==> config.mk <==
export PLATFORM = sky130hd
export DESIGN_NAME = escaped_block_stream_framer
export DESIGN_NICKNAME = d
export VERILOG_FILES = /design/src/hdl/ebsf_pkg.sv /design/src/hdl/ebsf_front.sv /design/src/hdl/ebsf_queue.sv /design/src/hdl/ebsf_back.sv /design/src/hdl/escaped_block_stream_framer.sv
export SDC_FILE = /design/constraint.sdc
export NUM_CORES = 1
export LEC_CHECK = 0
export BUFFER_PORTS_ARGS = -buffer_cell sky130_fd_sc_hd__buf_2
export CORE_MARGIN = 2
export CORE_UTILIZATION = 55
export CTS_BUF_LIST = sky130_fd_sc_hd__clkbuf_2
export CTS_CLUSTER_DIAMETER = 150
export DETAILED_ROUTE_END_ITERATION = 10
export PLACE_DENSITY = 0.72
export SLEW_MARGIN = 20
export SYNTH_ARGS = -nofsm -noshare
export SYNTH_HDL_FRONTEND = slang
export SYNTH_SLANG_ARGS = --single-unit
==> constraint.sdc <==
create_clock -name clock -period 9.26 [get_ports clock]
set_clock_uncertainty 0.1 [all_clocks]
set_input_delay 0.463 -clock clock [delete_from_list [all_inputs] [get_ports clock]]
set_output_delay 0.463 -clock clock [all_outputs]
set_load 0.01 [all_outputs]
==> src/hdl/ebsf_pkg.sv <==
// ----------------------------------------------------------------------------
// ebsf_pkg
// Types and constants shared by the escaped block stream framer modules.
// ----------------------------------------------------------------------------
package ebsf_pkg;

   localparam int MAX_RESULTS = 5;
   localparam int QUEUE_DEPTH = 2;

   localparam logic       ACT_DATA = 1'b0;
   localparam logic       ACT_EOF  = 1'b1;

   localparam logic [7:0] ESCAPE_BYTE    = 8'h08;
   localparam logic [7:0] ESCAPE_OFFSET  = 8'h60;
   localparam logic [7:0] ESCAPE_LIMIT   = 8'h20;
   localparam logic [7:0] END_BYTE       = 8'h11;
   localparam logic [7:0] EOF_BYTE       = 8'h1A;
   localparam logic [7:0] FILL_BYTE      = 8'h00;
   localparam logic [7:0] START_CHECKSUM = 8'h3F;
   localparam logic [7:0] CLEAR_CHECKSUM = 8'h00;
   localparam int         START_POSITION = 3;
   localparam logic [8:0] MAX_REPEAT     = 9'h1FF;
   localparam logic [8:0] SINGLE         = 9'd1;

   typedef struct packed {
      logic [7:0] out_byte;
      logic [8:0] repeat_count;
      logic       block_end;
   } ent_type;

   typedef struct packed {
      ent_type [MAX_RESULTS-1:0] ent;
      logic [2:0]                num;
   } rec_type;

   typedef struct packed {
      logic full;
      logic empty;
   } q_status_type;

   function automatic rec_type put(rec_type r, logic [7:0] b, logic [8:0] cnt, logic e);
      rec_type t;
      t = r;
      t.ent[t.num] = '{out_byte: b, repeat_count: cnt, block_end: e};
      t.num = t.num + 3'd1;
      return t;
   endfunction

endpackage

==> src/hdl/ebsf_front.sv <==
// ----------------------------------------------------------------------------
// ebsf_front
// Accepts input words, tracks block position and checksum, and builds the
// list of output words each input causes.
// ----------------------------------------------------------------------------
module ebsf_front import ebsf_pkg::*; #(
   parameter int BLOCK_FILL_END = 510
) (
   input  logic         clock,
   input  logic         reset,
   input  logic         req_valid,
   input  logic         req_action,
   input  logic [7:0]   req_data_byte,
   input  q_status_type q_status,
   output logic         push,
   output rec_type      push_rec
);

   localparam int              POS_W    = $clog2(BLOCK_FILL_END + 1);
   localparam logic [POS_W-1:0] FILL_END = POS_W'(BLOCK_FILL_END);
   localparam logic [POS_W-1:0] CLOSE_AT = POS_W'(BLOCK_FILL_END - 1);
   localparam logic [POS_W-1:0] POS_ONE  = POS_W'(1);
   localparam logic [POS_W-1:0] POS_TWO  = POS_W'(2);
   localparam logic [POS_W-1:0] POS_INIT = POS_W'(START_POSITION);

   logic [POS_W-1:0] pos_ff, pos_in;
   logic [7:0]       ck_ff, ck_in;
   logic [7:0]       ck_new;
   logic [7:0]       enc;
   logic [POS_W-1:0] pos_p1;
   logic             esc, close1, close2;
   rec_type          rec;

   function automatic logic [8:0] fill_of(logic [POS_W-1:0] q);
      logic [POS_W+8:0] d;
      d = (POS_W+9)'(FILL_END - q);
      if (d > (POS_W+9)'(MAX_REPEAT)) begin
         return MAX_REPEAT;
      end
      return d[8:0];
   endfunction

   function automatic rec_type add_close(rec_type r, logic [POS_W-1:0] q, logic [7:0] k);
      rec_type t;
      t = r;
      if (q < FILL_END) begin
         t = put(t, FILL_BYTE, fill_of(q), 1'b0);
      end
      t = put(t, k, SINGLE, 1'b0);
      t = put(t, END_BYTE, SINGLE, 1'b1);
      return t;
   endfunction

   assign push   = req_valid && !q_status.full;
   assign ck_new = ck_ff + req_data_byte;
   assign enc    = req_data_byte + ESCAPE_OFFSET;
   assign esc    = req_data_byte < ESCAPE_LIMIT;
   assign pos_p1 = pos_ff + POS_ONE;
   assign close1 = pos_ff >= CLOSE_AT;
   assign close2 = !close1 && (pos_p1 >= CLOSE_AT);

   always_comb begin
      rec    = '0;
      pos_in = pos_ff;
      ck_in  = ck_ff;
      if (req_action == ACT_EOF) begin
         rec    = put(rec, EOF_BYTE, SINGLE, 1'b0);
         rec    = add_close(rec, pos_p1, ck_ff);
         pos_in = POS_INIT;
         ck_in  = START_CHECKSUM;
      end else if (esc) begin
         if (close1) begin
            rec = add_close(rec, pos_ff, ck_new);
         end
         rec = put(rec, ESCAPE_BYTE, SINGLE, 1'b0);
         if (close2) begin
            rec = add_close(rec, pos_p1, ck_new);
         end
         rec = put(rec, enc, SINGLE, 1'b0);
         if (close1) begin
            pos_in = POS_TWO + POS_ONE;
         end else if (close2) begin
            pos_in = POS_TWO;
         end else begin
            pos_in = pos_ff + POS_TWO;
         end
         ck_in = (close1 || close2) ? CLEAR_CHECKSUM : ck_new;
      end else begin
         if (close1) begin
            rec = add_close(rec, pos_ff, ck_new);
         end
         rec    = put(rec, req_data_byte, SINGLE, 1'b0);
         pos_in = close1 ? POS_TWO : pos_p1;
         ck_in  = close1 ? CLEAR_CHECKSUM : ck_new;
      end
   end

   assign push_rec = rec;

   always_ff @(posedge clock) begin
      if (reset) begin
         pos_ff <= POS_INIT;
         ck_ff  <= START_CHECKSUM;
      end else if (push) begin
         pos_ff <= pos_in;
         ck_ff  <= ck_in;
      end
   end

endmodule

==> src/hdl/ebsf_queue.sv <==
// ----------------------------------------------------------------------------
// ebsf_queue
// Two-entry queue of per-word result lists between front and back.
// ----------------------------------------------------------------------------
module ebsf_queue import ebsf_pkg::*; (
   input  logic         clock,
   input  logic         reset,
   input  logic         push,
   input  rec_type      push_rec,
   input  logic         pop,
   output rec_type      head_rec,
   output q_status_type q_status
);

   localparam int PTR_W = $clog2(QUEUE_DEPTH);
   localparam int CNT_W = $clog2(QUEUE_DEPTH + 1);

   rec_type          slot_ff [QUEUE_DEPTH];
   logic [PTR_W-1:0] wr_ff, wr_in;
   logic [PTR_W-1:0] rd_ff, rd_in;
   logic [CNT_W-1:0] cnt_ff, cnt_in;

   always_comb begin
      wr_in  = push ? wr_ff + PTR_W'(1) : wr_ff;
      rd_in  = pop ? rd_ff + PTR_W'(1) : rd_ff;
      cnt_in = cnt_ff + CNT_W'(push) - CNT_W'(pop);
   end

   assign q_status.full  = cnt_ff == CNT_W'(QUEUE_DEPTH);
   assign q_status.empty = cnt_ff == '0;
   assign head_rec       = slot_ff[rd_ff];

   always_ff @(posedge clock) begin
      if (reset) begin
         wr_ff  <= '0;
         rd_ff  <= '0;
         cnt_ff <= '0;
      end else begin
         wr_ff  <= wr_in;
         rd_ff  <= rd_in;
         cnt_ff <= cnt_in;
      end
   end

   always_ff @(posedge clock) begin
      if (push) begin
         slot_ff[wr_ff] <= push_rec;
      end
   end

endmodule

==> src/hdl/ebsf_back.sv <==
// ----------------------------------------------------------------------------
// ebsf_back
// Walks the head result list one output word per cycle into the output
// register, while rsp_ready does not hold the register back.
// ----------------------------------------------------------------------------
module ebsf_back import ebsf_pkg::*; (
   input  logic         clock,
   input  logic         reset,
   input  rec_type      head_rec,
   input  q_status_type q_status,
   output logic         pop,
   output logic         rsp_valid,
   input  logic         rsp_ready,
   output logic [7:0]   rsp_out_byte,
   output logic [8:0]   rsp_repeat_count,
   output logic         rsp_block_end,
   output logic         rsp_last
);

   logic [2:0] idx_ff, idx_in;
   logic       valid_ff, valid_in;
   ent_type    ent_ff;
   logic       last_ff;
   logic       head_valid, load, at_last;
   ent_type    cur;

   assign head_valid = !q_status.empty;
   assign load       = head_valid && (!valid_ff || rsp_ready);
   assign cur        = head_rec.ent[idx_ff];
   assign at_last    = idx_ff == head_rec.num - 3'd1;
   assign pop        = load && at_last;

   always_comb begin
      idx_in   = idx_ff;
      valid_in = valid_ff;
      if (load) begin
         idx_in   = at_last ? 3'd0 : idx_ff + 3'd1;
         valid_in = 1'b1;
      end else if (rsp_ready) begin
         valid_in = 1'b0;
      end
   end

   always_ff @(posedge clock) begin
      if (reset) begin
         idx_ff   <= '0;
         valid_ff <= 1'b0;
      end else begin
         idx_ff   <= idx_in;
         valid_ff <= valid_in;
      end
   end

   always_ff @(posedge clock) begin
      if (load) begin
         ent_ff  <= cur;
         last_ff <= at_last;
      end
   end

   assign rsp_valid        = valid_ff;
   assign rsp_out_byte     = ent_ff.out_byte;
   assign rsp_repeat_count = ent_ff.repeat_count;
   assign rsp_block_end    = ent_ff.block_end;
   assign rsp_last         = last_ff;

`ifndef SYNTHESIS
   a_count_nonzero: assert property (@(posedge clock) disable iff (reset)
      rsp_valid |-> rsp_repeat_count != 9'd0)
      else $error("zero repeat count");
   a_end_byte: assert property (@(posedge clock) disable iff (reset)
      rsp_valid && rsp_block_end |-> rsp_out_byte == END_BYTE)
      else $error("block end without end byte");
   a_fill_zero: assert property (@(posedge clock) disable iff (reset)
      rsp_valid && rsp_repeat_count > SINGLE |-> rsp_out_byte == FILL_BYTE)
      else $error("repeat on non-fill byte");
   a_idx_range: assert property (@(posedge clock) disable iff (reset)
      head_valid |-> idx_ff < head_rec.num)
      else $error("index past result list");
`endif

endmodule

==> src/hdl/escaped_block_stream_framer.sv <==
// ----------------------------------------------------------------------------
// escaped_block_stream_framer
// Frames a file byte stream into checksummed, escaped fixed-size blocks.
// ----------------------------------------------------------------------------
// Each input word produces one to five output words; the back end emits one
// output word per cycle while rsp_ready does not hold it back. A plain byte
// causes one word and an escaped byte two; closing a block gives up to five
// and ending the file up to four. The front end takes a new input word
// every cycle while the two-entry queue between front and back has room;
// zero fill goes out as a single word with a repeat count.
module escaped_block_stream_framer import ebsf_pkg::*; #(
   parameter int BLOCK_FILL_END = 510
) (
   input  logic       clock,
   input  logic       reset,
   input  logic       req_valid,
   output logic       req_ready,
   input  logic       req_action,
   input  logic [7:0] req_data_byte,
   output logic       rsp_valid,
   input  logic       rsp_ready,
   output logic [7:0] rsp_out_byte,
   output logic [8:0] rsp_repeat_count,
   output logic       rsp_block_end,
   output logic       rsp_last
);

   q_status_type q_status;
   logic         push, pop;
   rec_type      push_rec, head_rec;

   assign req_ready = !q_status.full;

   ebsf_front #(.BLOCK_FILL_END(BLOCK_FILL_END)) u_front (
      .clock         (clock),
      .reset         (reset),
      .req_valid     (req_valid),
      .req_action    (req_action),
      .req_data_byte (req_data_byte),
      .q_status      (q_status),
      .push          (push),
      .push_rec      (push_rec)
   );

   ebsf_queue u_queue (
      .clock    (clock),
      .reset    (reset),
      .push     (push),
      .push_rec (push_rec),
      .pop      (pop),
      .head_rec (head_rec),
      .q_status (q_status)
   );

   ebsf_back u_back (
      .clock            (clock),
      .reset            (reset),
      .head_rec         (head_rec),
      .q_status         (q_status),
      .pop              (pop),
      .rsp_valid        (rsp_valid),
      .rsp_ready        (rsp_ready),
      .rsp_out_byte     (rsp_out_byte),
      .rsp_repeat_count (rsp_repeat_count),
      .rsp_block_end    (rsp_block_end),
      .rsp_last         (rsp_last)
   );

endmodule
### Yosys cells after proc, flatten, opt, wreduce, memory -nomap -nowiden

Memories as Yosys holds them, arrays and structs flattened. A register that Yosys moved wholly into a read port is not among the register bits.
Index checks and enable logic that the tools add are counted.

* flip-flop bits (word level): 44
* bits in writable memories: 186
* output and inout bits: 21
* word-level logic and storage cells: 206
* memories: 1

* $add $sub $neg: 24
* order comparisons: 32
* equality and inequality tests: 2
* mux-type cells: 97
* bitwise logic cells: 15
* reductions and logical operators: 24

Memories
* u_queue.slot_ff: depth 2, bits a word 93, rd ports 1, clocked after Yosys merged registers in 1, wr ports 1, RTL line ebsf_queue.sv:18 `rec_type slot_ff [QUEUE_DEPTH];`

Operators with widths (count)
* $mux 93: 22
* $demux 18 s3: 12
* $bwmux 90: 7
* $and 70x70->70: 4
* $not 70->70: 4
* $mux 18: 13
* $mux 9: 15
* $and 80x80->80: 1
* $not 80->80: 1
* $or 20x20->20: 4
* $bmux 18 s3: 1
* $lt 3x4->1 const B: 13
* $add 3x1->3 const B: 13
* $ge 3x1->1 const B: 12
* $gt 18x9->1 const B: 2
* $mux 8: 4
* $mux 31: 1
* $mux 13: 2
* $sub 9x9->10 const A: 2
* $mux 1: 19
* $ge 9x9->1 const B: 2
* $lt 9x9->1 const B: 2
* $logic_and 1x1->1: 16
* $or 10x10->10: 1
* other kinds (16): 21

### Depth between registers and ports, before layout

Gate-level depths: netlist of the first run.

* depth in word-level cells: 50
* depth in mapped cells: 16
* mapped depth without buffers: 14

### Modules after synthesis

From an unflattened synthesis of the first run, not the netlist that was laid out.

* cell total of the unflattened synthesis: 940
* area total of the unflattened synthesis: 12027.8 um^2

Modules (own cells, without submodules)
* ebsf_queue: instances 1, cells each 310, area an instance 7208.2 um^2, sequential area each 5685.5 um^2
* ebsf_front: instances 1, cells each 503, area an instance 3290.7 um^2, sequential area each 340.3 um^2
* ebsf_back: instances 1, cells each 126, area an instance 1525.2 um^2, sequential area each 650.6 um^2
* escaped_block_stream_framer: instances 1, cells each 1, area an instance 3.8 um^2, sequential area each 0.0 um^2

### Worst setup path before layout of the first run

OpenSTA, ideal clock, no wires.

* path type: register -> register
* start point: reg u_queue.cnt_ff[0]
* end point: mem u_queue.slot_ff[0][0] (netlist name), enable pin
* library setup time: 544 ps
* arrival: 4664 ps
* path slack: 3952 ps
* cell stages (with the launch flop): 5
* buffers on the path: 1
* period minus slack after synthesis: 5308 ps
* cell sequence: dfxtp_1 -> nand2b_1 -> nand2_1 -> clkbuf_1 -> nor2_1

* cells in the longest elaborated chain, start to end: 5

Ends and longest elaborated chain
* start: declaration: RTL line ebsf_queue.sv:21 `logic [CNT_W-1:0] cnt_ff, cnt_in;`
* start signal: assignment: RTL line ebsf_queue.sv:41 `cnt_ff <= cnt_in;`
* $eq 2x2->1: RTL line ebsf_queue.sv:29 `assign q_status.full = cnt_ff == CNT_W'(QUEUE_DEPTH);`
* $logic_not 1->1
* via req_ready: RTL line escaped_block_stream_framer.sv:17 `output logic req_ready,`
* $logic_and 1x1->1: RTL line ebsf_front.sv:54 `assign push = req_valid && !q_status.full;`
* $mux 1: RTL line ebsf_queue.sv:46 `if (push) begin`
* $mux 1 (not written as such): RTL line ebsf_queue.sv:47 `slot_ff[wr_ff] <= push_rec;`
* end: declaration: RTL line ebsf_queue.sv:18

The timed path passes the listed nets, and every way through them passes these cells.

==> results.py, run 1 <==
metrics = {
    "run_status": {
        "status": "finished, final reports clean",
    },
    "layout": {
        "n_fill_cell": 1570,
        "instances_no_fill": 1224,
        "final_nets": 952,
        "final_util": 0.626,
        "syn_to_final_growth_pct": 10.8,
        "drive_gt1_frac": 0.204,
    },
    "synthesis": {
        "synth-main-ff-cell": "edfxtp_1",
        "synth_area_um2": 11100,
        "synth.area.top_cells": "edfxtp_1 55%, mux4_2 7.1%, dfxtp_1 4.7%",
        "async_reset_ff_frac": 0,
        "ys_warn_count": 0,
        "yosysUniqueCellTypes": 81,
        "synth_edf_count": 203,
        "synth-seq-area-share": 0.598,
        "ys_ff_latch": 229,
        "synth.avg_cell_area_um2": 13.7,
        "synthCells": 807,
        "yosys-top-cells-count": "203 x edfxtp_1, 62 x nor2_1, 45 x mux2i_1",
        "yosys.area.top_type": "edfxtp_1",
        "synth_most_common_cell": "edfxtp_1",
        "synth_top_area_frac": 0.551,
    },
    "sta": {
        "fmax_ghz": 0.206,
        "setup_viol": 0,
        "rsz0062_at_grt": "no",
        "min_period_over_period": 0.525,
        "worstMarginPinSlew_ns": 1.02,
        "hold_viol_final": 0,
        "slew_headroom": 0.300,
        "drv_slew": 0,
        "fin_setup_tns_ns": 0,
        "fin_hold_ws_ns": 0.0995,
        "layout_min_cycle_time_ns": 4.86,
    },
    "min_path": {
        "hold_path_class": "in -> reg",
        "hp-start": "req_data_byte[6]",
        "holdPathEnd": "u_queue.slot_ff[0][73]$_DFFE_PP_",
        "holdPathStages": 3,
    },
    "die": {
        "dieWidth_um": 146,
        "core-area_um2": 19600,
        "rows": 51,
        "die_area_um2": 21300,
        "io-pin-count": 34,
        "initial_core_util": 0.565,
        "die_y_um": 146,
    },
    "detailed_routing": {
        "drcViolationCount": 0,
        "post_drt_wl_per_cell_um": 22.1,
        "dr.pass1.iters": 5,
        "routed_wirelength_um": 27100,
        "vias_per_cell": 6.04,
        "drt-initial-drc-count": 743,
        "postRouteAntennaNets": 0,
        "dr_total_vias": 7397,
    },
    "placement": {
        "port_buffers": 33,
        "hpwl_um": 18300,
        "placed_cells": 1118,
        "gp_congestion": 0.956,
    },
    "clocking": {
        "cts_htree_levels": 2,
        "numCtsBuffers": 54,
        "clk_pin_slew_ns": 0.11,
        "root_buffer": "clkbuf_2",
        "cts_setup_buffers": 0,
        "cts_tree": "done",
        "cts_buffer_depth": 3,
        "cts.sinks": 229,
        "insertion_delay_ns": 0.78,
    },
    "power_and_ir_drop": {
        "p_sw_frac": 0.316,
        "power_frac_clock": 0.239,
        "p_int_mw": 1.99,
        "p_per_area_nw_per_um2": 237,
        "power_switching_uw": 921,
        "power.total_mw": 2.91,
        "max-vdd-ir-drop_mv": 0.171,
        "seqPwrFrac": 0.504,
        "combPwrFrac": 0.257,
        "p_leak_nw": 4.32,
    },
    "critical_path": {
        "critPathMaxStageDelay_ns": 0.61,
        "rr_startpoint": "u_front.pos_ff[0]$_SDFFE_PP1P_",
        "required_ns": 9.64,
        "reg2regPathDepth": 12,
        "path_cells": "ha_1 -> inv_1 -> nor3_1 -> o211a_1 -> xnor2_1 -> ha_1 -> inv_1 -> o31a_1 -> nor3_2 -> mux2_2 -> a32oi_1 -> o21ai_0",
        "crit_slowest_cell": "dfxtp_1",
        "crit_start": "u_front.pos_ff[0]$_SDFFE_PP1P_",
        "critPathMaxFanout": 16,
        "worstSetupStartpointType": "flop",
        "cp_num_buf_inv": 2,
        "r2r-end": "u_queue.slot_ff[1][50]$_DFFE_PP_",
        "end_kind": "flop",
        "reg2reg_slack_ns": 4.40,
        "critPathTopFamily": "simple AND/OR/NAND/NOR gates",
        "worstSetupPathType": "reg -> reg",
        "arrival_ns": 5.23,
    },
    "global_routing": {
        "grt_start_max_net_pins": 50,
        "grt_pass1_wl_um": 41800,
        "grt-ovfl-total": 0,
        "grt_pass1_vias": 7522,
        "antenna_found_initial": 2,
        "grt_usage": 0.257,
    },
    "run": {
        "cap_viol_max_count": 0,
    },
}
==> repair_timing <==
| item | CTS | global route |
|---|---|---|
| gates resized for setup | 0 | 0 |
| hold endpoints to repair | 22 | 0 |
| hold buffers | 7 | 0 |
| endpoints found under the setup margin | 0 | 0 |
==> power groups by stage <==
stage,clock (mW),sequential (mW),combinational [mW]
after global placement,0,1.48,0.728
after detailed placement,0,1.49,0.743
after global routing,0.770,1.49,0.810
after CTS,0.720,1.47,0.750
after floorplan,0,1.49,0.510
final,0.696,1.47,0.747
==> final cells by class <==
| class | instances | area [µm²] | share of cell area |
|---|---|---|---|
| diodes | 1 | 2.50 | 0.000204 |
| multi-input cells | 557 | 4360 | 0.355 |
| inverters | 24 | 90.1 | 0.00734 |
| clock buffers | 77 | 385 | 0.0314 |
| well taps | 265 | 332 | 0.0270 |
| flip-flops and latches | 229 | 6620 | 0.540 |
| repair buffers | 50 | 310 | 0.0253 |
| clock inverters | 21 | 171 | 0.0140 |
==> registers in the layout, summed over array words and instances (netlist names), named ones only <==
signal and flops:
u_back.idx_ff 3, u_back.rsp_block_end 1, u_back.rsp_last 1, u_back.rsp_out_byte 8, u_back.rsp_repeat_count 9, u_back.rsp_valid 1, u_front.ck_ff 8, u_front.pos_ff 9
u_queue.cnt_ff 2, u_queue.rd_ff 1, u_queue.slot_ff 184, u_queue.wr_ff 1
==> per-layer routing <==
layer  GRT usage  vias up  wire length, µm
met1       0.367     3657            11900
met3      0.0530       48             1960
met4      0.0735        0              499
li1            -     3382                -
met2       0.404      310            12700
met5           0        -                0
==> placed cells by master, fill, tap and decap left out, types with 20 or more instances in the layout <==
cell      count
edfxtp_1    203
clkbuf_2     77
nor2_1       60
conb_1       50
mux2i_1      45
a21oi_1      39
nand2_1      38
mux4_2       35
buf_2        33
dfxtp_1      24
xnor2_1      23
inv_1        22
ha_1         22
o22ai_1      20
==> worst reg2reg max path, cell delays in order, from the launching register on <==
cell,delay [ns]
dfxtp_1,0.61
ha_1,0.42
inv_1,0.13
nor3_1,0.54
o211a_1,0.59
xnor2_1,0.16
ha_1,0.44
inv_1,0.13
o31a_1,0.15
nor3_2,0.57
mux2_2,0.42
a32oi_1,0.18
o21ai_0,0.12
==> metrics by stage <==
step / cell area [µm²] / setup slack (ns)
finish: 12300 / 4.40
global route: 12300 / 4.14
floorplan: 11300 / 3.95
global placement: 11600 / 4.52
CTS: 12300 / 4.37
detailed placement: 11600 / 4.42
==> worst max path at each step <==
| stage | end | slack (ns) | depth (start not counted) |
|---|---|---|---|
| floorplan | u_queue.slot_ff[0][0]$_DFFE_PP_ | 3.95 | 4 |
| detailed placement | u_queue.slot_ff[1][50]$_DFFE_PP_ | 4.42 | 12 |
| finish | u_queue.slot_ff[1][50]$_DFFE_PP_ | 4.40 | 12 |
| CTS | u_queue.slot_ff[1][50]$_DFFE_PP_ | 4.37 | 12 |
| global route | u_queue.slot_ff[0][50]$_DFFE_PP_ | 4.14 | 12 |
| global placement | u_queue.slot_ff[0][50]$_DFFE_PP_ | 4.52 | 12 |
==> logic make-up after synthesis <==
| kind of cell | count (synthesis) | share of synthesized area |
|---|---|---|
| buffers and inverters | 70 | 0.0278 |
| adder cells (fa/ha/maj) | 23 | 0.0267 |
| other | 1 | 0.000339 |
| flip-flops | 229 | 0.598 |
| multiplexers | 81 | 0.113 |
| XOR/XNOR | 33 | 0.0261 |
| AND/OR/NAND/NOR | 190 | 0.0858 |
| AO/OA/AOI/OAI | 180 | 0.123 |
Power figures use the tool's default switching activity.
==> run 2: changes to the inputs <==
--- a/config.mk
+++ b/config.mk
@@ -11,7 +11,7 @@
 export CTS_BUF_LIST = sky130_fd_sc_hd__clkbuf_2
 export CTS_CLUSTER_DIAMETER = 150
 export DETAILED_ROUTE_END_ITERATION = 10
-export PLACE_DENSITY = 0.72
+export PLACE_DENSITY = 0.75
 export SLEW_MARGIN = 20
 export SYNTH_ARGS = -nofsm -noshare
 export SYNTH_HDL_FRONTEND = slang
==> constraint.sdc (replaced) <==
create_clock -name clock -period 4 [get_ports clock]
set_clock_uncertainty 0.1 [all_clocks]
set_input_delay 0.2 -clock clock [delete_from_list [all_inputs] [get_ports clock]]
set_output_delay 0.2 -clock clock [all_outputs]
set_load 0.01 [all_outputs]
==> run 2 against run 1 <==
  * Critical path depth is 1 higher
  * Wire length is 5.9% lower
  * Sequential power rose by 130%
  * Highest routed layer unchanged
  * Critical endpoint is now u_queue.slot_ff[0][50]$_DFFE_PP_
==> results.py, run 2 (same netlist as run 1, synthesis figures left out) <==
metrics = {
    "layout": {
        "register_area_um2": 6620,
        "regMostFlops": "u_queue.slot_ff",
        "mostFrequentLayoutCell": "edfxtp_1",
        "n_fill_cell": 1496,
        "final_util": 0.636,
        "final_nets": 980,
        "instances_no_fill": 1255,
        "drive_gt1_frac": 0.225,
        "largest_register_ffs": 184,
        "multiInputGateArea_um2": 4350,
        "syn_to_final_growth_pct": 12.5,
        "layout_common_cells": "203 x edfxtp_1, 87 x clkbuf_2, 61 x nor2_1, 50 x conb_1, 45 x mux2i_1",
    },
    "die": {
        "dieWidth_um": 146,
        "rows": 51,
        "core-area_um2": 19600,
        "initial_core_util": 0.565,
        "die_y_um": 146,
        "die_area_um2": 21300,
        "io-pin-count": 34,
    },
    "run_status": {
        "status": "finished, final reports clean",
    },
    "critical_path": {
        "rr_startpoint": "u_front.pos_ff[1]$_SDFFE_PP1P_",
        "required_ns": 4.38,
        "crit_slowest_cell": "dfxtp_1",
        "critPathMaxFanout": 8,
        "crit_start": "u_front.pos_ff[1]$_SDFFE_PP1P_",
        "critPathMaxStageDelay_ns": 0.51,
        "path_cells": "ha_1 -> a21boi_0 -> o2111a_1 -> o211a_1 -> nor2_1 -> a21oi_1 -> ha_1 -> inv_1 -> o31a_1 -> nor3_2 -> mux2_2 -> a32oi_1 -> o21ai_0",
        "end_kind": "flop",
        "crit_top_cell": "ha_1",
        "worstSetupStartpointType": "flop",
        "arrival_ns": 4.19,
        "worstSetupPathType": "reg -> reg",
        "cp_num_buf_inv": 1,
        "critPathTopFamily": "compound AO/OA/AOI/OAI gates",
    },
    "power_and_ir_drop": {
        "p_leak_nw": 4.45,
        "combPwrFrac": 0.265,
        "max-vdd-ir-drop_mv": 0.698,
        "p_int_mw": 4.49,
        "power_frac_clock": 0.221,
        "seqPwrFrac": 0.514,
        "p_sw_frac": 0.319,
        "p_per_area_nw_per_um2": 530,
        "power_switching_mw": 2.10,
    },
    "detailed_routing": {
        "drcViolationCount": 0,
        "dr_total_vias": 7478,
        "drt-initial-drc-count": 906,
        "vias_per_cell": 5.96,
        "post_drt_wl_per_cell_um": 20.3,
        "routed_wirelength_um": 25500,
        "postRouteAntennaNets": 0,
        "dr.pass1.iters": 7,
    },
    "sta": {
        "fmax_ghz": 0.263,
        "drv_slew": 0,
        "layout_min_cycle_time_ns": 3.81,
        "rsz0062_at_grt": "no",
        "hold_viol_final": 0,
        "fin_setup_tns_ns": 0,
        "slew_headroom": 0.212,
        "fin_hold_ws_ns": 0.261,
        "min_period_over_period": 0.952,
        "worstMarginPinSlew_ns": 1.17,
        "setup_viol": 0,
        "worst_slack_ns": 0.194,
    },
    "run": {
        "cap_viol_max_count": 0,
    },
    "placement": {
        "placed_cells": 1140,
        "hpwl_um": 17600,
        "port_buffers": 33,
        "gp_congestion": 0.945,
        "pre_cts_ws_ns": 0.222,
    },
    "global_routing": {
        "grt_start_max_net_pins": 57,
        "grt_pass1_wl_um": 40200,
        "antenna_found_initial": 1,
        "grt_pass1_vias": 7357,
        "grt_usage": 0.242,
        "grt-ovfl-total": 0,
    },
    "clocking": {
        "cts_buffer_depth": 3,
        "cts_htree_levels": 2,
        "numCtsBuffers": 54,
        "cts_tree": "done",
        "cts.sinks": 229,
        "insertion_delay_ns": 0.81,
        "root_buffer": "clkbuf_2",
        "cts_setup_buffers": 0,
        "clk_pin_slew_ns": 0.12,
    },
    "min_path": {
        "hp-start": "reset",
        "hold_path_class": "in -> reg",
    },
}
## run 2: changes by cell type in the layout (fill, tap and decap cells not counted), moves of 2 or more
cell / delta
buf_12: +2
buf_4: +20
bufinv_16: -3
clkbuf_2: +10
clkinv_1: -3
dlygate4sd3_1: +6
## run 2: worst reg2reg max path, stage by stage, from the launching register on
cell and delay, ns:
dfxtp_1 0.51, ha_1 0.37, a21boi_0 0.20, o2111a_1 0.32, o211a_1 0.18, nor2_1 0.12, a21oi_1 0.05, ha_1 0.40
inv_1 0.12, o31a_1 0.14, nor3_2 0.28, mux2_2 0.37, a32oi_1 0.18, o21ai_0 0.15
## run 2: final timing paths
kind / end / slack (ns) / cells past startpoint
worst max-delay path: u_queue.slot_ff[0][50]$_DFFE_PP_ / 0.19 / 13
worst min-delay path: u_queue.wr_ff$_SDFFE_PP0P_ / 0.26 / 3
worst max register to register: u_queue.slot_ff[0][50]$_DFFE_PP_ / 0.19 / 13
worst min register to register: u_queue.rd_ff$_SDFFE_PP0P_ / 0.44 / 2
## run 2: power groups by stage
stage	Combinational, mW	Clock [mW]	Sequential (mW)
4_1_cts	1.75	1.51	3.39
6_report	1.75	1.46	3.39
2_1_floorplan	1.18	0	3.44
3_3_place_gp	1.71	0	3.42
3_5_place_dp	1.74	0	3.45
5_1_grt	1.91	1.63	3.43
## run 2: layout make-up
class                      count  area share
clock inverter                14     0.00522
clock buffer                  87      0.0350
antenna                        1    0.000201
tap                          265      0.0266
multi-input combinational    557       0.349
inverter                      24     0.00723
timing repair buffer          78      0.0450
sequential                   229       0.532
## run 2: repair_timing
action                                  4_1_cts  5_1_grt
endpoints found under the setup margin        0        8
hold buffers                                 13        0
gates resized for setup                       0        1
endpoints found under the hold margin        90        0
## run 2: routing by layer
metal	global-route usage	wire (µm)
met3	0.0470	2210
met5	0	0
met4	0.0691	436
met2	0.376	11900
met1	0.351	10900
## run 2: stage by stage
| step | power [mW] | instance area (µm²) |
|---|---|---|
| 6_report | 6.60 | 12500 |
| 5_1_grt | 6.97 | 12500 |
| 4_1_cts | 6.65 | 12500 |
| 3_5_place_dp | 5.19 | 11800 |
| 3_3_place_gp | 5.13 | 11800 |
| 2_1_floorplan | 4.62 | 11300 |
